<file path="src/rtl/cwhsv_pkg.sv">
//------------------------------------------------------------------------------
// cwhsv_pkg
// Shared types, register indexes and tables for the color wheel mapper.
//------------------------------------------------------------------------------
package cwhsv_pkg;

    localparam int COORD_BITS_DEF   = 12;
    localparam int CORDIC_STEPS_DEF = 16;
    localparam int TABLE_LEN        = 24;
    localparam int CFG_IDX_BITS     = 2;
    localparam int CFG_DATA_BITS    = 12;

    localparam logic [CFG_IDX_BITS-1:0] REG_CENTER_X = 2'd0;
    localparam logic [CFG_IDX_BITS-1:0] REG_CENTER_Y = 2'd1;
    localparam logic [CFG_IDX_BITS-1:0] REG_RADIUS   = 2'd2;
    localparam logic [CFG_IDX_BITS-1:0] REG_VALUE    = 2'd3;

    typedef struct packed {
        logic [11:0] point_x;
        logic [11:0] point_y;
    } pixel_t;

    typedef struct packed {
        logic       inside_res;
        logic [8:0] hue_degrees;
        logic [7:0] saturation;
        logic [7:0] brightness;
    } hsv_t;

    // Angle class found before the CORDIC.
    typedef enum logic [1:0] {
        ANG_CORDIC = 2'd0,
        ANG_EXACT  = 2'd1,
        ANG_CENTER = 2'd2
    } ang_kind_t;

    // atan(2^-i) in units of 2^-16 degree.
    function automatic logic [21:0] atan_lut(input int i);
        logic [21:0] v;
        unique case (i)
            0:  v = 22'd2949120;
            1:  v = 22'd1740967;
            2:  v = 22'd919879;
            3:  v = 22'd466945;
            4:  v = 22'd234379;
            5:  v = 22'd117304;
            6:  v = 22'd58666;
            7:  v = 22'd29335;
            8:  v = 22'd14668;
            9:  v = 22'd7334;
            10: v = 22'd3667;
            11: v = 22'd1833;
            12: v = 22'd917;
            13: v = 22'd458;
            14: v = 22'd229;
            15: v = 22'd115;
            16: v = 22'd57;
            17: v = 22'd29;
            18: v = 22'd14;
            19: v = 22'd7;
            20: v = 22'd4;
            21: v = 22'd2;
            22: v = 22'd1;
            default: v = 22'd0;
        endcase
        return v;
    endfunction

endpackage

</file>
<file path="src/rtl/cwhsv_isqrt.sv">
//------------------------------------------------------------------------------
// cwhsv_isqrt
// Pipelined floor square root, one result bit per stage.
//------------------------------------------------------------------------------
module cwhsv_isqrt #(
    parameter int NW = 48,
    parameter int RW = 24
) (
    input  logic          clk,
    input  logic [NW-1:0] n_in,
    output logic [RW-1:0] root_out
);
    import cwhsv_pkg::*;

    logic [NW-1:0] rem_reg  [RW+1];
    logic [RW-1:0] root_reg [RW+1];

    always_comb
    begin
        rem_reg[0]  = n_in;
        root_reg[0] = '0;
    end

    for (genvar k = 0; k < RW; k++)
    begin : g_bit
        localparam int B = RW - 1 - k;
        logic [NW+1:0] trial;
        logic [NW-1:0] rem_next;
        logic [RW-1:0] root_next;
        always_comb
        begin
            trial = ({2'b00, (NW)'(root_reg[k])} << (B + 1))
                  + ({{(NW+1){1'b0}}, 1'b1} << (2 * B));
            if ({2'b00, rem_reg[k]} >= trial)
            begin
                rem_next  = rem_reg[k] - NW'(trial);
                root_next = root_reg[k] | (RW'(1) << B);
            end
            else
            begin
                rem_next  = rem_reg[k];
                root_next = root_reg[k];
            end
        end
        always_ff @(posedge clk)
        begin
            rem_reg[k+1]  <= rem_next;
            root_reg[k+1] <= root_next;
        end
    end

    assign root_out = root_reg[RW];
endmodule

</file>
<file path="config.mk">
export PLATFORM = sky130hd
export DESIGN_NAME = cwhsv_isqrt
export DESIGN_NICKNAME = d
export VERILOG_FILES = /design/src/rtl/cwhsv_pkg.sv /design/src/rtl/cwhsv_isqrt.sv
export SDC_FILE = /design/constraint.sdc
export NUM_CORES = 2
export LEC_CHECK = 0
export CAP_MARGIN = 40
export CORE_AREA = 5 5 411 413
export CTS_CLUSTER_SIZE = 16
export DETAILED_ROUTE_END_ITERATION = 10
export DIE_AREA = 0 0 416 418
export DONT_BUFFER_PORTS = 1
export PLACE_DENSITY_LB_ADDON = 0.2
export REMOVE_ABC_BUFFERS = 1
export SETUP_SLACK_MARGIN = 0.02
export SYNTH_ARGS = -nofsm -noshare
export SYNTH_HDL_FRONTEND = slang
export SYNTH_SLANG_ARGS = --single-unit
</file>
<file path="constraint.sdc">
create_clock -name clk -period 3.9 [get_ports clk]
set_input_delay 0.195 -clock clk [delete_from_list [all_inputs] [get_ports clk]]
set_output_delay 0.195 -clock clk [all_outputs]
set_load 0.03 [all_outputs]
</file>
==> impl_metrics.xml <==
<?xml version="1.0" encoding="UTF-8"?>
<metrics>
  <group name="clock_tree">
    <metric name="cts_buffers" unit="">150</metric>
    <metric name="clockRootBuffer" unit="">sky130_fd_sc_hd__clkbuf_16</metric>
    <metric name="cts-htree-levels" unit="">4</metric>
    <metric name="tritoncts" unit="">yes</metric>
    <metric name="cts_clk_pin_slew_worst_paths" unit="ns">0.06</metric>
    <metric name="clock_insertion_delay_worst_skew" unit="ns">0.78</metric>
    <metric name="buffer_levels_on_the_longest_clock_path" unit="">3</metric>
    <metric name="cts.repair_timing.setup_buffer_count" unit="">0</metric>
    <metric name="clock-sinks" unit="">1404</metric>
  </group>
  <group name="grt">
    <metric name="first_global_vias" unit="">36990</metric>
    <metric name="overflow" unit="">0</metric>
    <metric name="grt_pass1_wl" unit="um">191000</metric>
    <metric name="grt_start_max_net_pins" unit="">41</metric>
    <metric name="antenna_found_initial" unit="">0</metric>
    <metric name="grt_util_all_layers" unit="%">13.5</metric>
  </group>
  <group name="flow_run">
    <metric name="cap_viol_max_count" unit="">0</metric>
  </group>
  <group name="floorplan">
    <metric name="dieArea" unit="um2">174000</metric>
    <metric name="number_of_ports_placed_on_the_die_boundary" unit="">73</metric>
    <metric name="core_region_area" unit="um2">164000</metric>
    <metric name="rows" unit="">149</metric>
    <metric name="die_w" unit="um">416</metric>
    <metric name="initial_utilization" unit="%">31.9</metric>
    <metric name="fp.dieH" unit="um">418</metric>
  </group>
  <group name="sta">
    <metric name="tns" unit="ns">0</metric>
    <metric name="timing_worst_slew_pin_value" unit="ns">0.893</metric>
    <metric name="grt_setup_unrepaired" unit="">false</metric>
    <metric name="finalSetupViolCount" unit="">0</metric>
    <metric name="final_max_slew_viol_count" unit="">0</metric>
    <metric name="achievable-frequency" unit="GHz">0.290</metric>
    <metric name="finalWorstPathRequiredPeriod" unit="ns">3.45</metric>
    <metric name="hold_violations" unit="">0</metric>
    <metric name="fin_ws" unit="ns">0.453</metric>
    <metric name="fin_worst_skew" unit="ns">0.0398</metric>
    <metric name="final.period_utilization" unit="%">88.4</metric>
    <metric name="maxSlewHeadroom" unit="%">38.9</metric>
  </group>
  <group name="placed_design">
    <metric name="dp.final_hpwl" unit="um">92200</metric>
    <metric name="place.gp.congestion" unit="">0.867</metric>
    <metric name="postPlaceCellArea" unit="um2">55300</metric>
    <metric name="place.port_buffers" unit="">0</metric>
    <metric name="placement.setup.worst_slack" unit="ns">0.178</metric>
    <metric name="place.detailed.instances" unit="">7350</metric>
  </group>
  <group name="routing">
    <metric name="wl_met1" unit="um">47400</metric>
    <metric name="wirelength" unit="um">119000</metric>
    <metric name="route.antenna.remaining_nets" unit="">0</metric>
    <metric name="route.vias.total" unit="">35536</metric>
    <metric name="route.met2.wl" unit="um">62200</metric>
    <metric name="iteration_count_of_the_initial_detailed_routing_pass" unit="">6</metric>
    <metric name="avgRoutedWirePerCell" unit="um">15.4</metric>
    <metric name="drt_iter0_markers" unit="">1282</metric>
    <metric name="met3RoutedLength" unit="um">3460</metric>
    <metric name="remaining_drcs" unit="">0</metric>
    <metric name="post_drt_via_cell_ratio" unit="">4.61</metric>
    <metric name="highest_layer" unit="">met4</metric>
  </group>
  <group name="synth">
    <metric name="synth_edf_count" unit="">0</metric>
    <metric name="top_cell_type_by_total_area_after_synthesis" unit="">sky130_fd_sc_hd__dfxtp_1</metric>
    <metric name="post_synth_inst_count" unit="">5187</metric>
    <metric name="synth_top_area_share" unit="%">53.6</metric>
    <metric name="synth_ff_type" unit="">sky130_fd_sc_hd__dfxtp_1</metric>
    <metric name="async_flop_share" unit="%">0</metric>
    <metric name="mappedNetlistArea" unit="um2">52500</metric>
    <metric name="netlist_top_cells_area" unit="">sky130_fd_sc_hd__dfxtp_1, sky130_fd_sc_hd__ha_1, sky130_fd_sc_hd__xor2_1</metric>
    <metric name="number_of_flip_flops_and_latches_in_the_synthesized_netlist" unit="">1404</metric>
    <metric name="post_synthesis_sequential_area_ratio" unit="%">53.6</metric>
    <metric name="synth.distinct_cells" unit="">97</metric>
    <metric name="yosys_warnings" unit="">0</metric>
    <metric name="syn_avg_cell_area" unit="um2">10.1</metric>
  </group>
  <group name="final_layout">
    <metric name="final_layout_size_suffix_gt1_share" unit="%">7.40</metric>
    <metric name="antenna_cells_inserted" unit="">0</metric>
    <metric name="synthToLayoutAreaGrowth" unit="%">17.3</metric>
    <metric name="final_cell_count_no_fill" unit="">7716</metric>
    <metric name="final_core_utilization" unit="%">37.4</metric>
    <metric name="final_nets" unit="">5780</metric>
    <metric name="most-common-layout-cells" unit="">sky130_fd_sc_hd__dfxtp_1, sky130_fd_sc_hd__inv_1, sky130_fd_sc_hd__nor2_1</metric>
    <metric name="final_common_cell" unit="">sky130_fd_sc_hd__dfxtp_1</metric>
    <metric name="final_cell_area" unit="um2">61600</metric>
    <metric name="largest_register_ffs" unit="">1104</metric>
  </group>
  <group name="critical_path">
    <metric name="crit_type" unit="">register to register</metric>
    <metric name="crit-reg2reg-launch" unit="">root_reg[213]</metric>
    <metric name="path_max_fanout" unit="">8</metric>
    <metric name="critical_path.n_buffers_inverters" unit="">2</metric>
    <metric name="critPathLaunchType" unit="">register</metric>
    <metric name="critical_path_arrival" unit="ns">4.06</metric>
    <metric name="critical-path-max-stage-delay" unit="ns">0.49</metric>
    <metric name="worst_path_dominant_cell_family" unit="">simple AND/OR/NAND/NOR gates</metric>
    <metric name="timing.critical_path.to_type" unit="">register</metric>
    <metric name="worstSetupStartpoint" unit="">root_reg[213]</metric>
    <metric name="worst_path_max_delay_cell" unit="">sky130_fd_sc_hd__or4b_1</metric>
    <metric name="cp_cell_sequence" unit="">inv_1 &gt; ha_1 &gt; nand3_1 &gt; nor3_2 &gt; buf_4 &gt; nand4_1 &gt; o211ai_1 &gt; a21oi_2 &gt; or4_1 &gt; or4b_1 &gt; nand2_1 &gt; o21ai_0</metric>
    <metric name="required" unit="ns">4.51</metric>
  </group>
  <group name="power">
    <metric name="worst_ir_drop_vdd" unit="V">0.000432</metric>
    <metric name="p_leak" unit="uW">0.0276</metric>
    <metric name="powerDensity" unit="nW/um2">754</metric>
  </group>
  <group name="min_path">
    <metric name="hold_path.class" unit="">input port to register</metric>
    <metric name="min_from" unit="">n_in[46]</metric>
  </group>
  <group name="status">
    <metric name="run_status" unit="">finished, final reports clean</metric>
  </group>
</metrics>
-- path summary, 6_finish.rpt --
check,to,slack (ns),depth (start not counted)
min,root_reg[575],0.13,4
min reg2reg,root_reg[89],0.32,0
max reg2reg,rem_reg[375],0.45,12
max,rem_reg[375],0.45,12
-- power breakdown --
group | internal, uW | switching [uW]
Sequential | 17800 | 2650
Clock | 8680 | 5920
Combinational | 5280 | 6070
-- worst reg2reg max path: cells and delay by family, from the launching register on --
family	cells	cell delay, ns
buffers and inverters	2	0.26
adder cells (fa/ha/maj)	1	0.42
AO/OA/AOI/OAI	3	0.36
flip-flops	1	0.33
AND/OR/NAND/NOR	6	1.93
-- cell families (layout without fill, tap and decap cells) --
logic type	after synthesis	after routing	share of synthesized area (%)
DFF	1404	1404	53.6
muxes	62	62	1.34
buffers and inverters	482	822	3.53
xor gates and xnor gates	473	473	7.90
AOI/OAI and AO/OA	943	943	11.1
adders and majority gates	322	322	7.68
and+or+nand+nor	1501	1501	14.9
-- per-stage QoR --
step	total power [uW]	hold WS, ns
2_1_floorplan	28800	0.223
3_3_place_gp	31900	0.223
3_5_place_dp	32000	0.223
4_1_cts	47000	0.0139
5_1_grt	49400	0.103
6_report	46400	0.125
-- synthesized netlist by cell type, types with 13 or more instances --
master	n
sky130_fd_sc_hd__ha_1	322
sky130_fd_sc_hd__o211ai_1	21
sky130_fd_sc_hd__o21bai_1	22
sky130_fd_sc_hd__a21boi_0	16
sky130_fd_sc_hd__and3_1	18
sky130_fd_sc_hd__nand3_1	72
sky130_fd_sc_hd__nor4b_1	24
sky130_fd_sc_hd__xor2_1	251
sky130_fd_sc_hd__nand4_1	65
sky130_fd_sc_hd__buf_2	20
sky130_fd_sc_hd__o31ai_1	29
sky130_fd_sc_hd__nand2b_1	63
sky130_fd_sc_hd__a21oi_1	300
sky130_fd_sc_hd__nor2b_1	41
sky130_fd_sc_hd__nor4_1	190
sky130_fd_sc_hd__nand2_1	327
sky130_fd_sc_hd__or4_1	37
sky130_fd_sc_hd__and2_1	13
sky130_fd_sc_hd__inv_1	397
sky130_fd_sc_hd__or2_2	19
sky130_fd_sc_hd__o21a_1	67
sky130_fd_sc_hd__a21o_1	91
sky130_fd_sc_hd__dfxtp_1	1404
sky130_fd_sc_hd__nor3_1	143
sky130_fd_sc_hd__xnor2_1	222
sky130_fd_sc_hd__a31oi_1	23
sky130_fd_sc_hd__or3_1	60
sky130_fd_sc_hd__mux2_2	45
sky130_fd_sc_hd__nand3b_1	13
sky130_fd_sc_hd__clkbuf_1	53
sky130_fd_sc_hd__nor2_1	347
sky130_fd_sc_hd__a211oi_1	20
sky130_fd_sc_hd__o21ai_0	253
-- repair_timing --
| action | 4_1_cts | 5_1_grt |
|---|---|---|
| setup endpoints to repair | 0 | 1 |
| resized for setup | 0 | 1 |
| hold endpoints to repair | 49 | 0 |
| hold buffers | 96 | 0 |
-- final cells by class --
class	instances	area [um2]
clock inverter	61	1010
fill	16319	103000
multi-input combinational	3301	22500
clock buffer	209	4260
sequential	1404	28100
timing repair buffer	152	1390
tap	2189	2740
inverter	400	1500
-- metal layers --
layer  track usage, %  vias up
met4             6.60        0
li1                 -    18471
met2             25.9      503
met3             2.47      293
met1             14.0    16269
met5                0        -
Note: power is estimated with default switching activity, not from simulation.
