File: src/rtl/cwhsv_pkg.sv
//------------------------------------------------------------------------------
// cwhsv_pkg
// Shared types, register indexes and tables for the color wheel mapper.
//------------------------------------------------------------------------------
package cwhsv_pkg;

    localparam int COORD_BITS_DEF   = 12;
    localparam int CORDIC_STEPS_DEF = 16;
    localparam int TABLE_LEN        = 24;
    localparam int CFG_IDX_BITS     = 2;
    localparam int CFG_DATA_BITS    = 12;

    localparam logic [CFG_IDX_BITS-1:0] REG_CENTER_X = 2'd0;
    localparam logic [CFG_IDX_BITS-1:0] REG_CENTER_Y = 2'd1;
    localparam logic [CFG_IDX_BITS-1:0] REG_RADIUS   = 2'd2;
    localparam logic [CFG_IDX_BITS-1:0] REG_VALUE    = 2'd3;

    typedef struct packed {
        logic [11:0] point_x;
        logic [11:0] point_y;
    } pixel_t;

    typedef struct packed {
        logic       inside_res;
        logic [8:0] hue_degrees;
        logic [7:0] saturation;
        logic [7:0] brightness;
    } hsv_t;

    // Angle class found before the CORDIC.
    typedef enum logic [1:0] {
        ANG_CORDIC = 2'd0,
        ANG_EXACT  = 2'd1,
        ANG_CENTER = 2'd2
    } ang_kind_t;

    // atan(2^-i) in units of 2^-16 degree.
    function automatic logic [21:0] atan_lut(input int i);
        logic [21:0] v;
        unique case (i)
            0:  v = 22'd2949120;
            1:  v = 22'd1740967;
            2:  v = 22'd919879;
            3:  v = 22'd466945;
            4:  v = 22'd234379;
            5:  v = 22'd117304;
            6:  v = 22'd58666;
            7:  v = 22'd29335;
            8:  v = 22'd14668;
            9:  v = 22'd7334;
            10: v = 22'd3667;
            11: v = 22'd1833;
            12: v = 22'd917;
            13: v = 22'd458;
            14: v = 22'd229;
            15: v = 22'd115;
            16: v = 22'd57;
            17: v = 22'd29;
            18: v = 22'd14;
            19: v = 22'd7;
            20: v = 22'd4;
            21: v = 22'd2;
            22: v = 22'd1;
            default: v = 22'd0;
        endcase
        return v;
    endfunction

endpackage

File: src/rtl/cwhsv_cordic_stage.sv
//------------------------------------------------------------------------------
// cwhsv_cordic_stage
// One registered vectoring CORDIC micro-rotation with a fixed shift.
//------------------------------------------------------------------------------
module cwhsv_cordic_stage #(
    parameter int XW    = 32,
    parameter int ZW    = 26,
    parameter int SHIFT = 0
) (
    input  logic                 clk,
    input  logic                 rst_n,
    input  logic                 in_valid,
    input  logic signed [XW-1:0] x_in,
    input  logic signed [XW-1:0] y_in,
    input  logic signed [ZW-1:0] z_in,
    output logic                 out_valid,
    output logic signed [XW-1:0] x_out,
    output logic signed [XW-1:0] y_out,
    output logic signed [ZW-1:0] z_out
);
    import cwhsv_pkg::*;

    logic signed [XW-1:0] x_next, y_next, xs, ys;
    logic signed [ZW-1:0] z_next, ang;
    logic                 valid_reg;
    logic signed [XW-1:0] x_reg, y_reg;
    logic signed [ZW-1:0] z_reg;

    always_comb
    begin
        xs  = x_in >>> SHIFT;
        ys  = y_in >>> SHIFT;
        ang = ZW'(signed'({1'b0, atan_lut(SHIFT)}));
        if (!y_in[XW-1])
        begin
            x_next = x_in + ys;
            y_next = y_in - xs;
            z_next = z_in + ang;
        end
        else
        begin
            x_next = x_in - ys;
            y_next = y_in + xs;
            z_next = z_in - ang;
        end
    end

    always_ff @(posedge clk or negedge rst_n)
    begin
        if (!rst_n)
            valid_reg <= 1'b0;
        else
            valid_reg <= in_valid;
    end

    always_ff @(posedge clk)
    begin
        x_reg <= x_next;
        y_reg <= y_next;
        z_reg <= z_next;
    end

    assign out_valid = valid_reg;
    assign x_out     = x_reg;
    assign y_out     = y_reg;
    assign z_out     = z_reg;
endmodule

File: config.mk
export PLATFORM = sky130hd
export DESIGN_NAME = cwhsv_cordic_stage
export DESIGN_NICKNAME = d
export VERILOG_FILES = /design/src/rtl/cwhsv_pkg.sv /design/src/rtl/cwhsv_cordic_stage.sv
export SDC_FILE = /design/constraint.sdc
export NUM_CORES = 1
export LEC_CHECK = 0
export BUFFER_PORTS_ARGS = -buffer_cell sky130_fd_sc_hd__buf_2
export CAP_MARGIN = 20
export CORE_ASPECT_RATIO = 0.6
export CORE_MARGIN = 2
export CORE_UTILIZATION = 35
export DETAILED_ROUTE_END_ITERATION = 8
export GPL_TIMING_DRIVEN = 0
export SYNTH_ARGS = -nofsm -noshare
export SYNTH_HDL_FRONTEND = slang
export SYNTH_SLANG_ARGS = --single-unit
File: constraint.sdc
create_clock -name clk -period 0.89 [get_ports clk]
set_input_delay 0.2225 -clock clk [delete_from_list [all_inputs] [get_ports clk]]
set_output_delay 0.2225 -clock clk [all_outputs]
set_load 0.005 [all_outputs]
==> metrics, run 1 <==
status finished, violations left; failing checks setup timing; top cells by area, synth dfxtp_1 22%, ha_1 16%, a21oi_1 6.9%; total power 18500 µW; FFs w/ async S/R, synth 1.11%; Pre-Repair DR Iteration Count 7; Area Overhead vs Synth 60.0%; I/O Pins 184; Lkg Pwr 0.00557 µW; die width 199 µm; initial drt markers 1031; Critical-path top delay cell a211oi_4; Final GP Congestion 0.996; design area 12800 µm²; Max Buffers Root-to-Sink 2; yosys warns 0; largest net degree at the start of global routing 19; area leader, netlist dfxtp_1; post-route clock period utilization 278%; vias in the first global route 8334; post-synthesis register bit count 90; synthesized area per cell 7.94 µm²; remaining antenna violation count 0; vias 9139; clk sinks 90; overall fraction of global-route tracks in use 27.6%; post-synthesis cell area 7980 µm²; Worst Path Required 1.16 ns; Worst path max stage delay 0.42 ns; Hold Crit Class in -> reg; antenna cell count 0; DR vias/cell 5.59; Final Max Slew Viols 0; H-tree levels 3; Syn Nets 1204; RSZ-0062 raised after global routing true; Synth cell types 87; PD cells 1450 nW/µm²; Worst Path Buf+Inv 1; fin nets 1520; layout cells sized above 1 46.6%; number of hold violations in the final report 0; Worst Setup Slack, final -1.59 ns; slew margin rel. 36.3%; Worst setup EP type flip-flop; Seq. cell area 1840 µm²; filler instances 1974; Syn Inst Count 1005; final wirelength 34800 µm; CTS buffer count 9; Setup WS pre-CTS -2.10 ns; post-synthesis sequential area ratio 22.6%; Setup Viol. Count Final 162; placed instance area 9800 µm²; global-route wire length before repair 49700 µm; Synth top area share 22.3%; DIE AREA 24100 µm²; CTS tree built; maximum fanout along the worst path 4; final core utilization 57.4%; minimum clock period 2.48 ns; placed insts 1496; multi-input logic area 6980 µm²; critical path cell sequence buf_12 -> ha_4 -> fa_2 -> nor2b_4 -> o211ai_4 -> nand3_4 -> a211oi_4 -> nor2_4 -> a211o_1 -> a31oi_1 -> xor2_1; Max Fclk 0.404 GHz; wire length per cell 21.3 µm; Synth Flop Type dfxtp_1; number of flops mapped to enable cells by yosys 0; Slew @ Worst Pin 0.955 ns; Initial Util 35.9%; total gr overflow 0; max-capacitance violation count 0; Root Buffer clkbuf_16; Layout Cells excl Fill 1634; hpwl dp 25400 µm; Worst setup SP type input port; crit-path leading delay family compound AO/OA/AOI/OAI gates; Rows 42; CTS clk-pin slew, worst paths 0.07 ns; DRC viols 0; initial antenna violation count 0; Setup CP Type in -> reg; Worst IR Drop VDD 0.921 mV; core area 22200 µm²; die height 121 µm; IO buf count 183; WP data arrival 2.74 ns
==> cells in the mapped netlist (4+ instances only) <==
| cell | instances |
|---|---|
| nor4_1 | 4 |
| inv_1 | 94 |
| mux2i_1 | 14 |
| nand3b_1 | 4 |
| o21ai_0 | 74 |
| o31ai_1 | 10 |
| nor3_1 | 15 |
| a21oi_1 | 110 |
| or2_2 | 4 |
| clkbuf_1 | 14 |
| o211ai_1 | 9 |
| xor2_1 | 11 |
| nand4_1 | 10 |
| o21bai_1 | 19 |
| a21oi_2 | 4 |
| buf_4 | 4 |
| buf_2 | 15 |
| clkinv_1 | 4 |
| nor2_1 | 82 |
| dfxtp_1 | 89 |
| buf_6 | 5 |
| a31oi_1 | 9 |
| nor2b_1 | 16 |
| a211o_1 | 4 |
| nand2b_1 | 13 |
| a21o_1 | 14 |
| and2_1 | 7 |
| fa_1 | 4 |
| nand2_1 | 57 |
| xnor2_1 | 55 |
| a221oi_2 | 4 |
| ha_1 | 102 |
| o21ai_1 | 4 |
| a211oi_1 | 10 |
| or3_1 | 6 |
| o21a_1 | 11 |
| nand3_1 | 14 |
| buf_1 | 6 |
==> layer usage <==
metal	track usage (%)	routed length [µm]	vias to the layer above
li1	-	-	4155
met1	42.1	16300	4372
met2	36.6	13600	557
met3	9.26	4420	55
met4	5.22	495	0
met5	0	0	-
==> per-stage QoR <==
| step | setup TNS, ns | hold slack [ns] |
|---|---|---|
| final | -82.36 | 0.0630 |
| after global routing | -87.83 | 0.0673 |
| after CTS | -78.81 | 0.0581 |
| after detailed placement | -104.58 | -0.00143 |
| after global placement | -104.28 | -0.00326 |
| after floorplan | -60.95 | -0.0731 |
==> sequential cells by signal, indices dropped and copies added (netlist names) <==
signal     cells
out_valid      1
x_out         32
y_out         31
z_out         26
==> final timing paths <==
| path | depth (start not counted) | slack, ns | start | end |
|---|---|---|---|---|
| setup / recovery | 11 | -1.59 | y_in[0] | y_out[30] |
| hold / removal | 2 | 0.06 | z_in[16] | z_out[16] |
| min in group asynchronous | 2 | 0.20 | rst_n | out_valid |
| max in group asynchronous | 2 | 0.61 | rst_n | out_valid |
==> power breakdown <==
part           switching (µW)  internal (µW)
logic                    4920           4160
registers                 239           4890
clock network            1990           2270
==> final cells by class <==
| type | instances | area share, % |
|---|---|---|
| tap | 308 | 3.02 |
| inverter | 101 | 3.62 |
| timing repair buffer | 308 | 18.5 |
| buffer | 41 | 3.22 |
| sequential | 90 | 14.4 |
| multi-input combinational | 770 | 54.7 |
| clock inverter | 7 | 0.745 |
| clock buffer | 9 | 1.76 |
==> cells in the final DEF, fill, tap and decap left out, types with 7 or more instances in the layout <==
master,count
ha_1,72
buf_12,7
o21ai_1,27
buf_4,84
dfxtp_1,61
a21oi_1,67
nand4_1,10
a21o_1,14
o21bai_1,18
nand3_1,11
nand2_1,51
o21ai_0,25
dlygate4sd3_1,18
mux2i_1,11
nor2b_1,10
o211ai_1,9
xnor2_2,8
o21a_1,9
buf_8,13
xnor2_1,47
nor3_1,10
dfxtp_2,28
ha_4,25
xor2_1,11
nor2_1,70
o21ai_2,23
buf_2,145
buf_6,66
inv_1,77
nand2b_1,11
nor2_2,8
clkbuf_16,13
a21oi_4,13
a21oi_2,34
==> repair_timing <==
item	in CTS	in global routing
gates resized for setup	225	185
hold buffers	18	0
setup buffers	64	52
cloned	0	0
setup endpoints to repair	162	162
endpoints found under the hold margin	18	0
pin swaps	98	84
==> logic make-up after synthesis <==
logic type	after synthesis	share of synthesized area, %
DFF	90	22.6
adders and majority gates	106	17.0
buffers and inverters	145	7.71
AOI/OAI and AO/OA	335	28.0
muxes	14	1.76
and+or+nand+nor	249	15.7
xor gates and xnor gates	66	7.24
Note: power is estimated with default switching activity, not from simulation.
==> run 2, diff against run 1 <==
- SKIP_LAST_GASP: not set -> 1
==> run 2 against run 1 <==
Compared with the run above: clock power hardly changed; sequential cell count stayed put; fmax is 2.1% higher; the flow still finishes with violations (setup timing); via count is 0.86% lower; count of clock-buffer cells in the layout stayed put; critical path type unchanged; global-route usage hardly changed; worst setup slack better by 0.051 ns.
==> metrics, run 2 (synthesis results as in run 1) <==
Hold Crit Class in -> reg (unchanged); IO buf count 183 (unchanged); initial antenna violation count 1 (was 0); status finished, violations left (unchanged); failing checks setup timing (unchanged); Pre-Repair DR Iteration Count 6 (was 7); CTS clk-pin slew, worst paths 0.07 ns (about the same); maximum fanout along the worst path 4 (unchanged); slew margin rel. 36.4% (was 36.3%); die width 199 µm (unchanged); Area Overhead vs Synth 55.6% (was 60.0%); Worst IR Drop VDD 0.919 mV (was 0.921 mV); CTS buffer count 9 (unchanged); Largest register FFs 32 (unchanged); final wirelength 34700 µm (was 34800 µm); CTS tree built (unchanged); largest net degree at the start of global routing 19 (unchanged); placed insts 1496 (unchanged); H-tree levels 3 (unchanged); core area 22200 µm² (unchanged); Rows 42 (unchanged); DIE AREA 24100 µm² (unchanged); Reg power frac 28.3% (was 27.8%); DR vias/cell 5.58 (was 5.59); Layout Cells excl Fill 1623 (was 1634); Seq. cell area 1840 µm² (about the same); Lkg Pwr 0.00545 µW (was 0.00557 µW); Worst setup SP type input port (unchanged); initial drt markers 967 (was 1031); RSZ-0062 raised after global routing true (unchanged); Final Max Slew Viols 0 (unchanged); most frequent cells in the layout 148 x buf_2, 85 x buf_4, 79 x inv_1 (was 145 x buf_2, 84 x buf_4, 77 x inv_1); number of hold violations in the final report 0 (unchanged); PD cells 1460 nW/µm² (was 1450 nW/µm²); remaining antenna violation count 0 (unchanged); vias 9060 (was 9139); DRC viols 0 (unchanged); placed instance area 9800 µm² (unchanged); overall fraction of global-route tracks in use 27.6% (about the same); Worst Setup Slack, final -1.54 ns (was -1.59 ns); die height 121 µm (unchanged); I/O Pins 184 (unchanged); most common cell after layout, fill and taps aside buf_2 (unchanged); WP data arrival 2.70 ns (was 2.74 ns); switching share of power 38.6% (was 38.7%); Clk pwr share 23.4% (was 23.1%); wire length per cell 21.4 µm (was 21.3 µm); multi-input logic area 6820 µm² (was 6980 µm²); Setup CP Type in -> reg (unchanged); Worst setup EP type flip-flop (unchanged); switching power 7010 µW (was 7150 µW); Int Pwr 11100 µW (was 11300 µW); Setup WS pre-CTS -2.10 ns (unchanged); Initial Util 35.9% (unchanged); max-capacitance violation count 0 (unchanged); Worst Path Required 1.16 ns (about the same); Setup Viol. Count Final 162 (unchanged); fin nets 1508 (was 1520); hpwl dp 25400 µm (unchanged); global-route wire length before repair 49600 µm (was 49700 µm); layout cells sized above 1 44.2% (was 46.6%); clk sinks 90 (unchanged); filler instances 2024 (was 1974); Total Neg Setup Slack -80.32 ns (was -82.36 ns); minimum clock period 2.43 ns (was 2.48 ns); Max Fclk 0.412 GHz (was 0.404 GHz); Max Buffers Root-to-Sink 2 (unchanged); post-route clock period utilization 273% (was 278%); vias in the first global route 8305 (was 8334); Final GP Congestion 0.996 (unchanged); Comb pwr share 48.3% (was 49.1%); total gr overflow 0 (unchanged); Root Buffer clkbuf_16 (unchanged); design area 12400 µm² (was 12800 µm²); Slew @ Worst Pin 0.955 ns (about the same)
## run 2: cell types whose count changed in the layout (fill, tap and decap cells not counted), moves of 3 or more
cell     change
buf_6       -10
a21oi_1      +7
buf_8        -5
a21oi_2      -4
ha_1         +4
nor2_1       +4
a21oi_4      -3
buf_2        +3
o21ai_2      -3
## run 2: final cells by class
type                            count  share of cell area (%)
Inverter                          101                    3.62
Clock buffer                        9                    1.81
Sequential cell                    90                    14.8
Buffer                             41                    3.17
Clock inverter                      7                   0.766
Antenna cell                        1                  0.0201
Tap cell                          308                    3.10
Timing Repair Buffer              296                    17.7
Multi-Input combinational cell    770                    54.9
## run 2: worst paths after layout
path | start | endpoint | slack, ns | cells after the start
worst max-delay path | y_in[0] | y_out[30] | -1.54 | 11
min in group asynchronous | rst_n | out_valid | 0.20 | 2
worst min-delay path | x_in[31] | x_out[31] | 0.07 | 2
max in group asynchronous | rst_n | out_valid | 0.60 | 2
## run 2: stage by stage
stage | hold WS (ns) | power [µW] | util (%)
2_1_floorplan | -0.0731 | 9160 | -
3_3_place_gp | -0.00326 | 11700 | 44.1
3_5_place_dp | -0.00143 | 11700 | 44.1
4_1_cts | 0.0581 | 17100 | 52.0
5_1_grt | 0.0661 | 19000 | 55.9
6_report | 0.0658 | 18200 | 55.9
## run 2: power by group through the flow
stage                     Sequential [µW]  Clock, µW  Combinational (µW)
after global routing                 5210       4510                9290
after floorplan                      5260          0                3900
after CTS                            5070       4340                7670
after detailed placement             5140          0                6550
final                                5140       4250                8770
after global placement               5110          0                6560
## run 2: routing by layer
layer / GRT usage [%] / share of wire (%) / vias up
met5: 0 / 0 / -
met4: 5.36 / 1.5 / 0
met3: 8.75 / 13 / 54
met2: 36.7 / 39 / 568
met1: 42.4 / 46 / 4305
li1: - / - / 4133
## run 2: critical path: stages
cell and delay [ns]:
buf_12 0.11, ha_4 0.16, fa_2 0.36, nor2b_4 0.15, o211ai_4 0.23, nand3_4 0.14, a211oi_4 0.38, nor2_2 0.14
a211o_1 0.33, a31oi_1 0.23, xor2_1 0.24
## run 2: repair_timing
action,4_1_cts,5_1_grt
setup endpoints to repair,162,162
buffers inserted,64,45
hold endpoints to repair,18,0
cloned,0,0
resized for setup,184,164
hold buffers,18,0
pin swaps,95,81
==> run 3, diff against run 2 <==
- CTS_BUF_LIST: not set -> sky130_fd_sc_hd__clkbuf_8 sky130_fd_sc_hd__clkbuf_16
- CTS_CLUSTER_SIZE: not set -> 28
- REMOVE_ABC_BUFFERS: not set -> 1
==> run 3 against run 2 <==
Compared with the run above: the flow still finishes with violations (setup timing); sequential power barely moved; combinational power up 6.2%; hold slack worse by 0.0080 ns; worst setup slack improved by 0.12 ns; cell count increased by 1.0%; count of clock-buffer cells in the layout is 1 higher; largest power group unchanged.
==> metrics, run 3 (synthesis results as in run 1) <==
status finished, violations left (unchanged); failing checks setup timing (unchanged); CTS tree built (unchanged); remaining antenna violation count 0 (unchanged); DR vias/cell 5.72 (was 5.58); maximum fanout along the worst path 4 (unchanged); Area Overhead vs Synth 61.4% (was 55.6%); total gr overflow 0 (unchanged); vias in the first global route 8441 (was 8305); Max Buffers Root-to-Sink 2 (unchanged); overall fraction of global-route tracks in use 26.9% (was 27.6%); vias 9387 (was 9060); Hold Crit Class in -> reg (unchanged); initial antenna violation count 1 (unchanged); minimum clock period 2.31 ns (was 2.43 ns); CTS buffer count 9 (unchanged); Worst setup EP type flip-flop (unchanged); Rows 42 (unchanged); initial drt markers 1148 (was 967); placed instance area 9100 µm² (was 9800 µm²); RSZ-0062 raised after global routing true (unchanged); Setup CP Type in -> reg (unchanged); max-capacitance violation count 0 (unchanged); Worst setup SP type input port (unchanged); I/O Pins 184 (unchanged); placed insts 1454 (was 1496); Largest register FFs 32 (unchanged); post-route clock period utilization 259% (was 273%); IO buf count 183 (unchanged); die width 199 µm (unchanged); global-route wire length before repair 48800 µm (was 49600 µm); DIE AREA 24100 µm² (unchanged); Layout Cells excl Fill 1640 (was 1623); most frequent cells in the layout 145 x buf_2, 115 x buf_4, 77 x inv_1 (was 148 x buf_2, 85 x buf_4, 79 x inv_1); Worst Path Required 1.20 ns (was 1.16 ns); die height 121 µm (unchanged); Slew @ Worst Pin 0.782 ns (was 0.955 ns); layout cells sized above 1 47.7% (was 44.2%); Final Max Slew Viols 0 (unchanged); Initial Util 35.9% (unchanged); total power 18900 µW (was 18200 µW); Max Fclk 0.433 GHz (was 0.412 GHz); Total Neg Setup Slack -77.76 ns (was -80.32 ns); PD cells 1470 nW/µm² (was 1460 nW/µm²); CTS clk-pin slew, worst paths 0.07 ns (about the same); H-tree levels 3 (unchanged); Root Buffer clkbuf_16 (unchanged); DRC viols 0 (unchanged); most common cell after layout, fill and taps aside buf_2 (unchanged); hpwl dp 22400 µm (was 25400 µm); Setup Viol. Count Final 159 (was 162); clk sinks 90 (unchanged); Lkg Pwr 0.00558 µW (was 0.00545 µW); wire length per cell 21.2 µm (was 21.4 µm); Worst Setup Slack, final -1.42 ns (was -1.54 ns); core area 22200 µm² (unchanged); largest net degree at the start of global routing 57 (was 19); Pre-Repair DR Iteration Count 6 (unchanged); number of hold violations in the final report 0 (unchanged); Final GP Congestion 0.963 (was 0.996); Worst IR Drop VDD 0.908 mV (was 0.919 mV); fin nets 1525 (was 1508); final core utilization 57.9% (was 55.9%); slew margin rel. 47.3% (was 36.4%); design area 12900 µm² (was 12400 µm²); WP data arrival 2.61 ns (was 2.70 ns); final wirelength 34800 µm (was 34700 µm)
run 3: changes by cell type in the layout (fill, tap and decap cells not counted), sizes merged:
cell	delta
bufinv	+1
clkinvlp	+3
bufbuf	+3
inv	-5
buf	+27
clkbuf	-12
run 3: per-layer routing:
layer  routed length, µm  GRT usage [%]
met4                1130           8.91
met5                  73           2.40
met3                4490           9.23
met2               13500           35.0
met1               15600           39.8
run 3: power by group:
part	switching, µW	internal, µW	total (µW)
clock	1880	2580	4460
combinational	4950	4360	9310
sequential	224	4890	5120
total	7050	11800	18900
run 3: final timing paths:
path / start / endpoint / cells after the start
worst max-delay path: x_in[0] / x_out[28] / 11
worst min-delay path: z_in[16] / z_out[16] / 2
max in group asynchronous: rst_n / out_valid / 2
min in group asynchronous: rst_n / out_valid / 2
run 3: area by class of cell:
class | instances | area [µm²]
fillers | 1895 | 9350
multi-input cells | 770 | 7100
repair buffers | 354 | 2770
flip-flops and latches | 90 | 1840
inverters | 101 | 448
well taps | 308 | 385
clock buffers | 10 | 239
clock inverters | 6 | 97.6
diodes | 1 | 2.50
run 3: what timing repair did:
action / 4_1_cts / 5_1_grt
cloned: 3 / 0
endpoints found under the setup margin: 162 / 159
setup buffers: 107 / 50
gates resized for setup: 324 / 163
hold endpoints to repair: 18 / 0
hold buffers: 18 / 0
pin swaps: 139 / 111
run 3: through the flow:
| step | hold slack (ns) | worst slack (ns) |
|---|---|---|
| finish | 0.0577 | -1.42 |
| global route | 0.0632 | -1.47 |
| CTS | 0.0487 | -1.33 |
| detailed placement | -0.00123 | -2.61 |
| global placement | -0.00256 | -4.65 |
| floorplan | -0.0731 | -1.58 |
run 3: worst max-delay path, stage by stage:
cell      delay, ns
buf_8          0.11
ha_4           0.16
fa_2           0.34
nor2b_4        0.15
o211ai_4       0.22
nand3_2        0.15
a211oi_4       0.43
o31a_1         0.24
o211ai_1       0.16
a211oi_1       0.28
nand3b_1       0.16
