--- src/rtl/cwhsv_pkg.sv ---
//------------------------------------------------------------------------------
// cwhsv_pkg
// Shared types, register indexes and tables for the color wheel mapper.
//------------------------------------------------------------------------------
package cwhsv_pkg;

    localparam int COORD_BITS_DEF   = 12;
    localparam int CORDIC_STEPS_DEF = 16;
    localparam int TABLE_LEN        = 24;
    localparam int CFG_IDX_BITS     = 2;
    localparam int CFG_DATA_BITS    = 12;

    localparam logic [CFG_IDX_BITS-1:0] REG_CENTER_X = 2'd0;
    localparam logic [CFG_IDX_BITS-1:0] REG_CENTER_Y = 2'd1;
    localparam logic [CFG_IDX_BITS-1:0] REG_RADIUS   = 2'd2;
    localparam logic [CFG_IDX_BITS-1:0] REG_VALUE    = 2'd3;

    typedef struct packed {
        logic [11:0] point_x;
        logic [11:0] point_y;
    } pixel_t;

    typedef struct packed {
        logic       inside_res;
        logic [8:0] hue_degrees;
        logic [7:0] saturation;
        logic [7:0] brightness;
    } hsv_t;

    // Angle class found before the CORDIC.
    typedef enum logic [1:0] {
        ANG_CORDIC = 2'd0,
        ANG_EXACT  = 2'd1,
        ANG_CENTER = 2'd2
    } ang_kind_t;

    // atan(2^-i) in units of 2^-16 degree.
    function automatic logic [21:0] atan_lut(input int i);
        logic [21:0] v;
        unique case (i)
            0:  v = 22'd2949120;
            1:  v = 22'd1740967;
            2:  v = 22'd919879;
            3:  v = 22'd466945;
            4:  v = 22'd234379;
            5:  v = 22'd117304;
            6:  v = 22'd58666;
            7:  v = 22'd29335;
            8:  v = 22'd14668;
            9:  v = 22'd7334;
            10: v = 22'd3667;
            11: v = 22'd1833;
            12: v = 22'd917;
            13: v = 22'd458;
            14: v = 22'd229;
            15: v = 22'd115;
            16: v = 22'd57;
            17: v = 22'd29;
            18: v = 22'd14;
            19: v = 22'd7;
            20: v = 22'd4;
            21: v = 22'd2;
            22: v = 22'd1;
            default: v = 22'd0;
        endcase
        return v;
    endfunction

endpackage

--- src/rtl/cwhsv_divider.sv ---
//------------------------------------------------------------------------------
// cwhsv_divider
// Pipelined restoring divider giving an 8-bit saturated quotient.
//------------------------------------------------------------------------------
module cwhsv_divider #(
    parameter int NW = 24,
    parameter int DW = 11
) (
    input  logic          clk,
    input  logic [NW-1:0] num_in,
    input  logic [DW-1:0] den_in,
    output logic [7:0]    quot_out
);
    import cwhsv_pkg::*;

    // Quotient saturates at 255: first test quotient >= 256, then 8 bits.
    logic [NW-1:0] rem_reg [10];
    logic [DW-1:0] den_reg [10];
    logic [7:0]    q_reg   [10];
    logic          sat_reg [10];

    always_comb
    begin
        rem_reg[0] = num_in;
        den_reg[0] = den_in;
        q_reg[0]   = '0;
        sat_reg[0] = 1'b0;
    end

    always_ff @(posedge clk)
    begin
        rem_reg[1] <= rem_reg[0];
        den_reg[1] <= den_reg[0];
        q_reg[1]   <= '0;
        sat_reg[1] <= ({{8{1'b0}}, rem_reg[0]} >= ({{NW{1'b0}}, den_reg[0]} << 8));
    end

    for (genvar k = 0; k < 8; k++)
    begin : g_q
        localparam int B = 7 - k;
        logic [NW+DW:0] dsh;
        logic [NW-1:0]  rem_next;
        logic [7:0]     q_next;
        always_comb
        begin
            dsh = {{(NW+1){1'b0}}, den_reg[k+1]} << B;
            if (!sat_reg[k+1] && ({{(DW+1){1'b0}}, rem_reg[k+1]} >= dsh))
            begin
                rem_next = rem_reg[k+1] - NW'(dsh);
                q_next   = q_reg[k+1] | (8'd1 << B);
            end
            else
            begin
                rem_next = rem_reg[k+1];
                q_next   = q_reg[k+1];
            end
        end
        always_ff @(posedge clk)
        begin
            rem_reg[k+2] <= rem_next;
            den_reg[k+2] <= den_reg[k+1];
            q_reg[k+2]   <= q_next;
            sat_reg[k+2] <= sat_reg[k+1];
        end
    end

    assign quot_out = sat_reg[9] ? 8'hFF : q_reg[9];
endmodule

--- config.mk ---
export PLATFORM = sky130hd
export DESIGN_NAME = cwhsv_divider
export DESIGN_NICKNAME = d
export VERILOG_FILES = /design/src/rtl/cwhsv_pkg.sv /design/src/rtl/cwhsv_divider.sv
export SDC_FILE = /design/constraint.sdc
export NUM_CORES = 1
export LEC_CHECK = 0
export BUFFER_PORTS_ARGS = -buffer_cell sky130_fd_sc_hd__buf_2
export CORE_ASPECT_RATIO = 1.4
export CORE_MARGIN = 3
export CORE_UTILIZATION = 45
export CTS_BUF_LIST = sky130_fd_sc_hd__clkbuf_4 sky130_fd_sc_hd__clkbuf_8
export DETAILED_ROUTE_END_ITERATION = 7
export GPL_TIMING_DRIVEN = 0
export PLACE_DENSITY_LB_ADDON = 0.12
export REMOVE_ABC_BUFFERS = 1
export SYNTH_ARGS = -nofsm -noshare
export SYNTH_HDL_FRONTEND = slang
export SYNTH_SLANG_ARGS = --single-unit
--- constraint.sdc ---
create_clock -name clk -period 6.5 [get_ports clk]
set_clock_uncertainty 0.2 [all_clocks]
set_input_delay 0.65 -clock clk [delete_from_list [all_inputs] [get_ports clk]]
set_output_delay 0.65 -clock clk [all_outputs]
set_load 0.03 [all_outputs]
==> flow_summary.json, run 1 <==
{
  "cp-start-kind": "register",
  "crit_path_top_delay_cell": "o31ai_4",
  "ys_seq_area_share_pct": 48.6,
  "postCtsSetupBuffers": 0,
  "cellPowerDensity_mw_per_mm2": 291,
  "drive_gt1_share_pct": 11.4,
  "first_pass_iters": 6,
  "grt_max_degree": 28,
  "finish.net_count": 1557,
  "vias_per_cell": 5.10,
  "synthFlopType": "dfxtp_1",
  "wire_per_inst_um": 13.7,
  "die_h_um": 210,
  "cts_root_buf": "clkbuf_8",
  "arrival_ps": 4020,
  "p_clk_share_pct": 37.0,
  "cts_buffers": 49,
  "remaining_drc_errors": 0,
  "place.gp.congestion": 0.916,
  "synth_area_mm2": 0.0134,
  "drv_cap": 0,
  "crit_chain": "inv_1 > ha_1 > a2111oi_0 > o221ai_1 > o31ai_4 > nor3_1 > nor3b_1 > xor2_1",
  "clk_pin_slew_ps": 50,
  "ys_ff_latch": 325,
  "synth-edff-count": 0,
  "peakVddDrop_mv": 0.157,
  "stdcell_count": 1826,
  "finalCriticalPeriod_ps": 3780,
  "initial_core_util_pct": 45.7,
  "syn2layout_area_growth_pct": 14.8,
  "grt_first_pass_wirelength_um": 42500,
  "overflow": 0,
  "numPortBuffers": 43,
  "synthCells": 1298,
  "wl_um": 25000,
  "tns_ps": 0,
  "clk_latency_ps": 580,
  "timing.hold.ws_ps": 122,
  "tightest_slew_ps": 1090,
  "placedCellCount": 1709,
  "combinationalPowerShare_pct": 13.9,
  "period_share_pct": 58.2,
  "synth-async-reset-ratio_pct": 0,
  "critical_path_class": "register to register",
  "yosysWarnings": 0,
  "hold_class": "register to register",
  "io_pins": 44,
  "cts_resized": 0,
  "leakage_nw": 6.71,
  "power.internal_mw": 3.36,
  "final-max-slew-violation-count": 0,
  "critPathRequiredTime_ps": 6740,
  "cts_hold_buf": 35,
  "grt.total_usage_pct": 16.3,
  "p_sw_share_pct": 24.9,
  "crit_path_max_fanout": 27,
  "finalHoldViolCount": 0,
  "sequentialPowerShare_pct": 49.1,
  "slowest_delay_ps": 990,
  "total_power_mw": 4.47,
  "status": "complete, no violations",
  "clk_path_buf_depth": 3,
  "num_rows": 74,
  "first_global_vias": 9852,
  "syn_area_per_cell_um2": 10.3,
  "htreeDepth": 2,
  "crit_path_end_kind": "register",
  "largest_register_ffs": 192,
  "core_area_mm2": 0.0293,
  "drtIter0Drc": 187,
  "cts_tree": "built",
  "vias": 9304,
  "relSlewSlack_pct": 27.6,
  "die-width_um": 152,
  "rsz0062_at_grt": "no",
  "cts_num_sinks": 325,
  "switchingPower_mw": 1.11,
  "detailed_place_hpwl_um": 19400,
  "setup_violations": 0,
  "synth.distinct_cells": 84,
  "antenna_cells": 0,
  "detail-route-antenna-nets": 0,
  "antenna_found_initial": 0,
  "fmax_mhz": 264,
  "dieArea_mm2": 0.0319
}
==> synth_stat cells (6+ instances only) <==
cell type | n | share of area, %
a2111oi_0 | 8 | 0.52
a21o_1 | 20 | 1.1
a21oi_1 | 71 | 2.7
and2_1 | 8 | 0.37
and3_1 | 6 | 0.28
dfxtp_1 | 325 | 49
fa_1 | 7 | 1.0
ha_1 | 99 | 9.3
inv_1 | 115 | 3.2
mux2_1 | 26 | 2.2
mux2_4 | 8 | 0.90
nand2_1 | 68 | 1.9
nand2b_1 | 11 | 0.51
nand3_1 | 18 | 0.67
nand3b_1 | 6 | 0.34
nand4_1 | 13 | 0.61
nand4b_1 | 7 | 0.46
nor2_1 | 61 | 1.7
nor2b_1 | 15 | 0.70
nor3_1 | 33 | 1.2
nor4_1 | 17 | 0.79
nor4b_1 | 6 | 0.39
o211ai_1 | 13 | 0.73
o21a_1 | 14 | 0.79
o21ai_0 | 29 | 1.1
o21ai_1 | 28 | 1.0
o31ai_1 | 8 | 0.45
or2_2 | 12 | 0.56
or3_1 | 15 | 0.70
or4_1 | 13 | 0.73
xnor2_1 | 61 | 4.0
xor2_1 | 52 | 3.4
==> layout make-up <==
type / count / area [µm²]
Clock buffer: 76 / 940
Clock inverter: 6 / 58.8
Fill cell: 2701 / 13900
Inverter: 118 / 443
Multi-Input combinational cell: 842 / 6360
Sequential cell: 325 / 6510
Tap cell: 380 / 475
Timing Repair Buffer: 79 / 573
==> routing by layer <==
layer	global-route usage, %	vias to the layer above	part of all wire, %	wire length [µm]
li1	-	4803	-	-
met1	14.0	4255	35	8710
met2	33.7	166	57	14400
met3	3.08	80	3.4	842
met4	8.31	0	4.5	1130
met5	0	-	0	0
==> through the flow <==
stage / setup WS, ps / utilization, % / instance area (µm²)
final: 2720 / 52.5 / 15400
after global routing: 2430 / 52.5 / 15400
after CTS: 2700 / 52.5 / 15400
after detailed placement: 2740 / 47.9 / 14000
after global placement: 2570 / 47.8 / 14000
after floorplan: 3380 / - / 13300
==> power groups by stage <==
stage | Clock [mW] | Sequential [mW] | Combinational (mW)
after floorplan | 0 | 2.21 | 0.480
final | 1.65 | 2.20 | 0.623
after CTS | 1.72 | 2.20 | 0.623
after global placement | 0 | 2.24 | 0.592
after global routing | 1.80 | 2.21 | 0.701
after detailed placement | 0 | 2.24 | 0.604
==> final timing paths <==
path | startpoint | to | slack (ps) | cells past startpoint
max reg2reg | den_reg[54] | rem_reg[90] | 2720 | 8
max | den_reg[54] | rem_reg[90] | 2720 | 8
min reg2reg | q_reg[36] | q_reg[28] | 120 | 0
min | q_reg[36] | q_reg[28] | 120 | 0
==> critical path, delay by kind of cell, from the launching register on <==
family,cells,cell delay (ps)
xor+xnor,1,140
buf+inv,1,50
simple gates,2,370
flops,1,340
fa+ha+maj,1,400
compound gates,3,2160
==> cells in the final DEF, fill, tap and decap left out, types with 17 or more instances in the layout <==
master and instances:
a21o_1 20, a21oi_1 70, buf_2 43, clkbuf_4 17, clkbuf_8 59, dfxtp_1 325
dlygate4sd3_1 35, ha_1 99, inv_1 115, mux2_1 26, nand2_1 68, nand3_1 18
nor2_1 61, nor3_1 33, nor4_1 17, o21ai_0 29, o21ai_1 27, xnor2_1 61
xor2_1 52
==> logic make-up (layout without fill, tap and decap cells) <==
kind of cell	after synthesis	after routing	share of synthesized area (%)
and+or+nand+nor	324	324	13.0
buffers and inverters	131	279	3.88
adders and majority gates	106	106	10.3
muxes	42	42	3.71
xor gates and xnor gates	113	113	7.40
AOI/OAI and AO/OA	257	257	13.1
DFF	325	325	48.6
No activity file was read; power rests on OpenSTA's default activity.
==> run 2, diff against run 1 <==
--- a/config.mk
+++ b/config.mk
@@ -5,6 +5,7 @@
 export SDC_FILE = /design/constraint.sdc
 export NUM_CORES = 1
 export LEC_CHECK = 0
+export ABC_AREA = 1
 export BUFFER_PORTS_ARGS = -buffer_cell sky130_fd_sc_hd__buf_2
 export CORE_ASPECT_RATIO = 1.4
 export CORE_MARGIN = 3
==> constraint.sdc (replaced) <==
create_clock -name clk -period 3.6 [get_ports clk]
set_clock_uncertainty 0.2 [all_clocks]
set_input_delay 0.36 -clock clk [delete_from_list [all_inputs] [get_ports clk]]
set_output_delay 0.36 -clock clk [all_outputs]
set_load 0.03 [all_outputs]
==> run 2 against run 1 <==
Area after synthesis increased by 24%. Critical path type unchanged. Clock-buffer cell count is 2 lower. Worst setup slack got worse by 2300 ps. Cell count rose by 67%. Combinational power grew to 2.8 times the previous value. Wire length increased by 94%. Sequential power is 83% higher. Clock power up 130%. Non-clock buffer count is the same. Register-to-register slack lost 2300 ps. Design area rose by 23%. Sequential share of layout area is 7.8 points lower.
==> flow_summary.json, run 2 <==
{
  "critPathRequiredTime_ps": 3930,
  "fmax_mhz": 312,
  "leakage_nw": 9.90,
  "fin_util_pct": 52.2,
  "clk_path_buf_depth": 3,
  "core_area_mm2": 0.0361,
  "finalCriticalPeriod_ps": 3210,
  "antenna_found_initial": 0,
  "cp_top_family": "simple AND/OR/NAND/NOR gates",
  "drtIter0Drc": 524,
  "vias_per_cell": 4.81,
  "yosysTopAreaCellShare_pct": 39.3,
  "rsz0062_at_grt": "no",
  "worst_r2r_endpoint": "rem_reg[86]",
  "vias": 14700,
  "first_pass_iters": 4,
  "yosysTopAreaCell": "dfxtp_1",
  "crit_path_end_kind": "register",
  "numPortBuffers": 43,
  "first_global_vias": 15300,
  "cts_num_sinks": 325,
  "synth-async-reset-ratio_pct": 0,
  "setup_violations": 0,
  "syn_area_per_cell_um2": 6.79,
  "wire_per_inst_um": 15.9,
  "io_pins": 44,
  "synth_area_mm2": 0.0166,
  "synthTopCellsByCount": "nand2_1, inv_1, dfxtp_1",
  "tightest_slew_ps": 1110,
  "remaining_drc_errors": 0,
  "initial_core_util_pct": 45.9,
  "worst_hold_path.num_cells": 0,
  "reg2reg_from": "den_reg[48]",
  "grt_first_pass_wirelength_um": 76900,
  "die_h_um": 233,
  "die-width_um": 168,
  "overflow": 0,
  "synth-edff-count": 0,
  "dieArea_mm2": 0.0392,
  "crit_path_top_delay_cell": "nand2_1",
  "syn2layout_area_growth_pct": 13.8,
  "min_to": "q_reg[13]",
  "grtUsageMet2_pct": 54.8,
  "yosysWarnings": 0,
  "clk_pin_slew_ps": 70,
  "peakVddDrop_mv": 0.313,
  "cp-start-kind": "register",
  "drv_cap": 0,
  "arrival_ps": 3540,
  "detail-route-antenna-nets": 0,
  "ys_top_cells_by_area": "dfxtp_1, nand2_1, inv_1",
  "synthCells": 2439,
  "ys_ff_latch": 325,
  "r2r_cells": 12,
  "ys_seq_area_share_pct": 39.3,
  "cts_buffers": 51,
  "hp-start": "q_reg[21]",
  "status": "complete, no violations",
  "grt.total_usage_pct": 25.4,
  "grt-busiest-layer": "met2",
  "htreeDepth": 2,
  "finish.net_count": 2692,
  "cp.depth": 12,
  "wl_um": 48700,
  "grt_max_degree": 33,
  "final_common_cell": "nand2_1",
  "finalHoldViolCount": 0,
  "use_met3_pct": 3.18,
  "yosysMostFrequentCell": "nand2_1",
  "postCtsSetupBuffers": 0,
  "largest_register_ffs": 192,
  "synth.distinct_cells": 43,
  "cts_root_buf": "clkbuf_8",
  "relSlewSlack_pct": 25.6,
  "cellPowerDensity_mw_per_mm2": 502,
  "place.gp.congestion": 0.977,
  "fill_cells": 3620,
  "cts_tree": "built",
  "drive_gt1_share_pct": 8.06,
  "detailed_place_hpwl_um": 40400,
  "crit_path_max_fanout": 32,
  "antenna_cells": 0,
  "crit_chain": "inv_1 > ha_1 > nand2_1 > nor2_1 > nand3_1 > nor2_1 > nor2_1 > nand3_1 > nand2_1 > inv_2 > o21ai_0 > nand2_1",
  "layout_common_cells": "nand2_1, inv_1, dfxtp_1",
  "use_met1_pct": 18.1,
  "synthFlopType": "dfxtp_1",
  "critical_path_class": "register to register",
  "clk_latency_ps": 620,
  "final-max-slew-violation-count": 0,
  "period_share_pct": 89.1,
  "reg2reg_setup_slack_ps": 390,
  "num_rows": 82,
  "total_power_mw": 9.46,
  "slowest_delay_ps": 650,
  "hold_class": "register to register",
  "cp.buffers_inverters": 2
}
run 2: cell families after synthesis:
family	synth area share, %
compound gates	4.07
xor+xnor	3.17
fa+ha+maj	8.33
buf+inv	9.40
flops	39.3
simple gates	35.7
run 2: metrics by stage:
stage | worst slack, ps | hold slack [ps] | instances | TNS [ps] | cell area [µm²]
2_1_floorplan | 680 | 110 | 2418 | 0 | 16400
3_3_place_gp | -453 | 110 | 2923 | -9130 | 17200
3_5_place_dp | 60.3 | 112 | 2924 | 0 | 17200
4_1_cts | 16.2 | 125 | 3055 | 0 | 18900
5_1_grt | 60.2 | 127 | 3055 | 0 | 18900
6_report | 392 | 123 | 3055 | 0 | 18900
run 2: worst max path at each step:
stage                 from          end  slack [ps]
2_1_floorplan  rem_reg[74]  rem_reg[50]         680
3_5_place_dp   den_reg[24]  rem_reg[36]          60
3_3_place_gp   rem_reg[74]  rem_reg[58]        -450
6_report       den_reg[48]  rem_reg[86]         390
5_1_grt        den_reg[48]  rem_reg[87]          60
4_1_cts        den_reg[24]  rem_reg[36]          20
run 2: worst register-to-register path: cells and delay by family, from the launching register on:
kind | cells | cell delay (ps)
compound gates | 1 | 140
fa+ha+maj | 1 | 330
buf+inv | 2 | 480
flops | 1 | 350
simple gates | 8 | 1610
run 2: layer usage:
| metal | up-vias | wire length [µm] |
|---|---|---|
| li1 | 7726 | - |
| met1 | 6489 | 14000 |
| met2 | 274 | 28500 |
| met3 | 204 | 1120 |
| met4 | 0 | 5090 |
| met5 | - | 0 |
run 2: final cells by class:
type,instances,area [µm²],share of cell area [%]
inverter,378,1420,7.53
multi-input combinational,1715,8510,45.1
clock buffer,74,975,5.17
timing repair buffer,79,581,3.08
tap,462,578,3.07
sequential,325,6510,34.5
clock inverter,22,289,1.53
run 2: timing repair:
| action | CTS | global route |
|---|---|---|
| endpoints found under the setup margin | 0 | 13 |
| endpoints found under the hold margin | 36 | 0 |
| gates resized for setup | 0 | 1 |
| hold buffers | 35 | 0 |
run 2: where the power goes:
group          switching, mW  internal [mW]  total, mW  leakage (nW)
Clock                   1.52           2.20       3.72         0.654
Combinational           1.12          0.602       1.72          6.52
Sequential             0.188           3.84       4.02          2.73
==> run 3, diff against run 2 <==
--- a/config.mk
+++ b/config.mk
@@ -7,7 +7,6 @@
 export LEC_CHECK = 0
 export ABC_AREA = 1
 export BUFFER_PORTS_ARGS = -buffer_cell sky130_fd_sc_hd__buf_2
-export CORE_ASPECT_RATIO = 1.4
 export CORE_MARGIN = 3
 export CORE_UTILIZATION = 45
 export CTS_BUF_LIST = sky130_fd_sc_hd__clkbuf_4 sky130_fd_sc_hd__clkbuf_8
@@ -15,6 +14,7 @@
 export GPL_TIMING_DRIVEN = 0
 export PLACE_DENSITY_LB_ADDON = 0.12
 export REMOVE_ABC_BUFFERS = 1
+export SETUP_SLACK_MARGIN = 0.15
 export SYNTH_ARGS = -nofsm -noshare
 export SYNTH_HDL_FRONTEND = slang
 export SYNTH_SLANG_ARGS = --single-unit
==> run 3 against run 2 <==
Critical path depth is the same. First-iteration DRC count grew 28%. Worst setup slack gained 100 ps. Clock-buffer cell count grew 4. Wire length shrank 14%. Core utilization is essentially flat. Clock power shrank 6.7%. Critical path type unchanged. Critical endpoint is now rem_reg[87]. Largest cell class unchanged. Largest power group unchanged.
==> flow_summary.json, run 3 (synthesized netlist as in run 2, its figures left out) <==
{
  "die-width_um": 198,
  "period_share_pct": 86.3,
  "drv_cap": 0,
  "crit_path_end_kind": "register",
  "detail-route-antenna-nets": 0,
  "cts_num_sinks": 325,
  "power.internal_mw": 6.45,
  "cts_buffers": 53,
  "slowest_delay_ps": 610,
  "crit_path_top_delay_cell": "nand2_1",
  "die_h_um": 198,
  "wl_um": 41900,
  "grt_max_degree": 33,
  "antenna_found_initial": 1,
  "numPortBuffers": 43,
  "setup_violations": 0,
  "p_sw_share_pct": 29.2,
  "initial_core_util_pct": 46.1,
  "antenna_cells": 0,
  "largest_register_ffs": 192,
  "peakVddDrop_mv": 0.333,
  "core_area_mm2": 0.0359,
  "sequentialPowerShare_pct": 44.3,
  "remaining_drc_errors": 0,
  "final-max-slew-violation-count": 0,
  "vias": 14500,
  "first_pass_iters": 5,
  "finish.net_count": 2694,
  "postCtsSetupBuffers": 0,
  "rsz0062_at_grt": "no",
  "arrival_ps": 3460,
  "num_rows": 69,
  "cp-start-kind": "register",
  "finalHoldViolCount": 0,
  "cts_tree": "built",
  "timing.hold.ws_ps": 118,
  "hold_class": "register to register",
  "final_area_mm2": 0.0188,
  "first_global_vias": 14300,
  "fill_cells": 3618,
  "place.gp.congestion": 0.909,
  "layout_common_cells": "nand2_1, inv_1, dfxtp_1",
  "finalCriticalPeriod_ps": 3110,
  "p_clk_share_pct": 38.1,
  "wire_per_inst_um": 13.7,
  "htreeDepth": 2,
  "grt.total_usage_pct": 22.2,
  "crit_path_max_fanout": 32,
  "clk_pin_slew_ps": 60,
  "critPathRequiredTime_ps": 3960,
  "clk_latency_ps": 630,
  "io_pins": 44,
  "detailed_place_hpwl_um": 33400,
  "critical_path_class": "register to register",
  "cellPowerDensity_mw_per_mm2": 486,
  "combinationalPowerShare_pct": 17.6,
  "grt_first_pass_wirelength_um": 69900,
  "vias_per_cell": 4.75,
  "fmax_mhz": 322,
  "dieArea_mm2": 0.0391,
  "drive_gt1_share_pct": 8.02,
  "tightest_slew_ps": 1030,
  "syn2layout_area_growth_pct": 13.2,
  "leakage_nw": 9.87,
  "overflow": 0,
  "cts_root_buf": "clkbuf_8",
  "switchingPower_mw": 2.66,
  "post_dp_cell_area_mm2": 0.0172,
  "drtIter0Drc": 672,
  "relSlewSlack_pct": 31.1,
  "crit_chain": "inv_1 > ha_1 > nand2_1 > nor2_1 > nand3_1 > nor2_1 > nor2_1 > nand3_1 > nand2_1 > inv_2 > o21ai_0 > nand2_1",
  "final_common_cell": "nand2_1",
  "clk_path_buf_depth": 3,
  "status": "complete, no violations"
}
run 3: power groups by stage:
| stage | clock network (mW) | logic [mW] | registers, mW |
|---|---|---|---|
| floorplan | 0 | 1.22 | 4.03 |
| global placement | 0 | 1.54 | 4.12 |
| detailed placement | 0 | 1.56 | 4.12 |
| CTS | 3.59 | 1.60 | 4.04 |
| global route | 3.75 | 1.86 | 4.07 |
| finish | 3.47 | 1.60 | 4.04 |
run 3: cell type report:
type | instances | area [µm²] | share of cell area, %
multi-input combinational | 1715 | 8510 | 45.4
timing repair buffer | 79 | 581 | 3.10
sequential | 325 | 6510 | 34.7
inverter | 378 | 1420 | 7.57
tap | 461 | 577 | 3.08
clock buffer | 78 | 961 | 5.12
clock inverter | 17 | 203 | 1.08
run 3: final timing paths:
check	start	end	slack [ps]	cells after the start
setup / recovery	den_reg[46]	rem_reg[87]	490	12
hold / removal	q_reg[10]	q_reg[2]	120	0
setup reg to reg	den_reg[46]	rem_reg[87]	490	12
hold reg to reg	q_reg[10]	q_reg[2]	120	0
run 3: stage by stage:
stage | utilization [%] | TNS, ps | cells | total power [mW] | setup slack (ps)
5_1_grt | 52.2 | 0 | 3053 | 9.67 | 186
3_5_place_dp | 48.0 | 0 | 2923 | 5.68 | 451
2_1_floorplan | - | 0 | 2418 | 5.25 | 680
6_report | 52.2 | 0 | 3053 | 9.11 | 494
3_3_place_gp | 47.9 | -5680 | 2922 | 5.66 | -404
4_1_cts | 52.2 | 0 | 3053 | 9.23 | 436
run 3: worst max-delay path, delay by kind of cell (launching register included):
kind / cells / cell delay [ps]
buf+inv: 2 / 490
flops: 1 / 320
compound gates: 1 / 140
fa+ha+maj: 1 / 400
simple gates: 8 / 1460
run 3: per-layer routing:
metal / global-route usage, % / up-vias / wire length (µm)
met2: 40.6 / 265 / 20700
met1: 25.8 / 6421 / 18000
met3: 3.73 / 104 / 1620
met5: 0 / - / 0
li1: - / 7721 / -
met4: 8.68 / 0 / 1580
run 3: timing repair:
action	CTS	global route
endpoints found under the setup margin	0	12
hold buffers	35	0
resized for setup	0	1
endpoints found under the hold margin	36	0
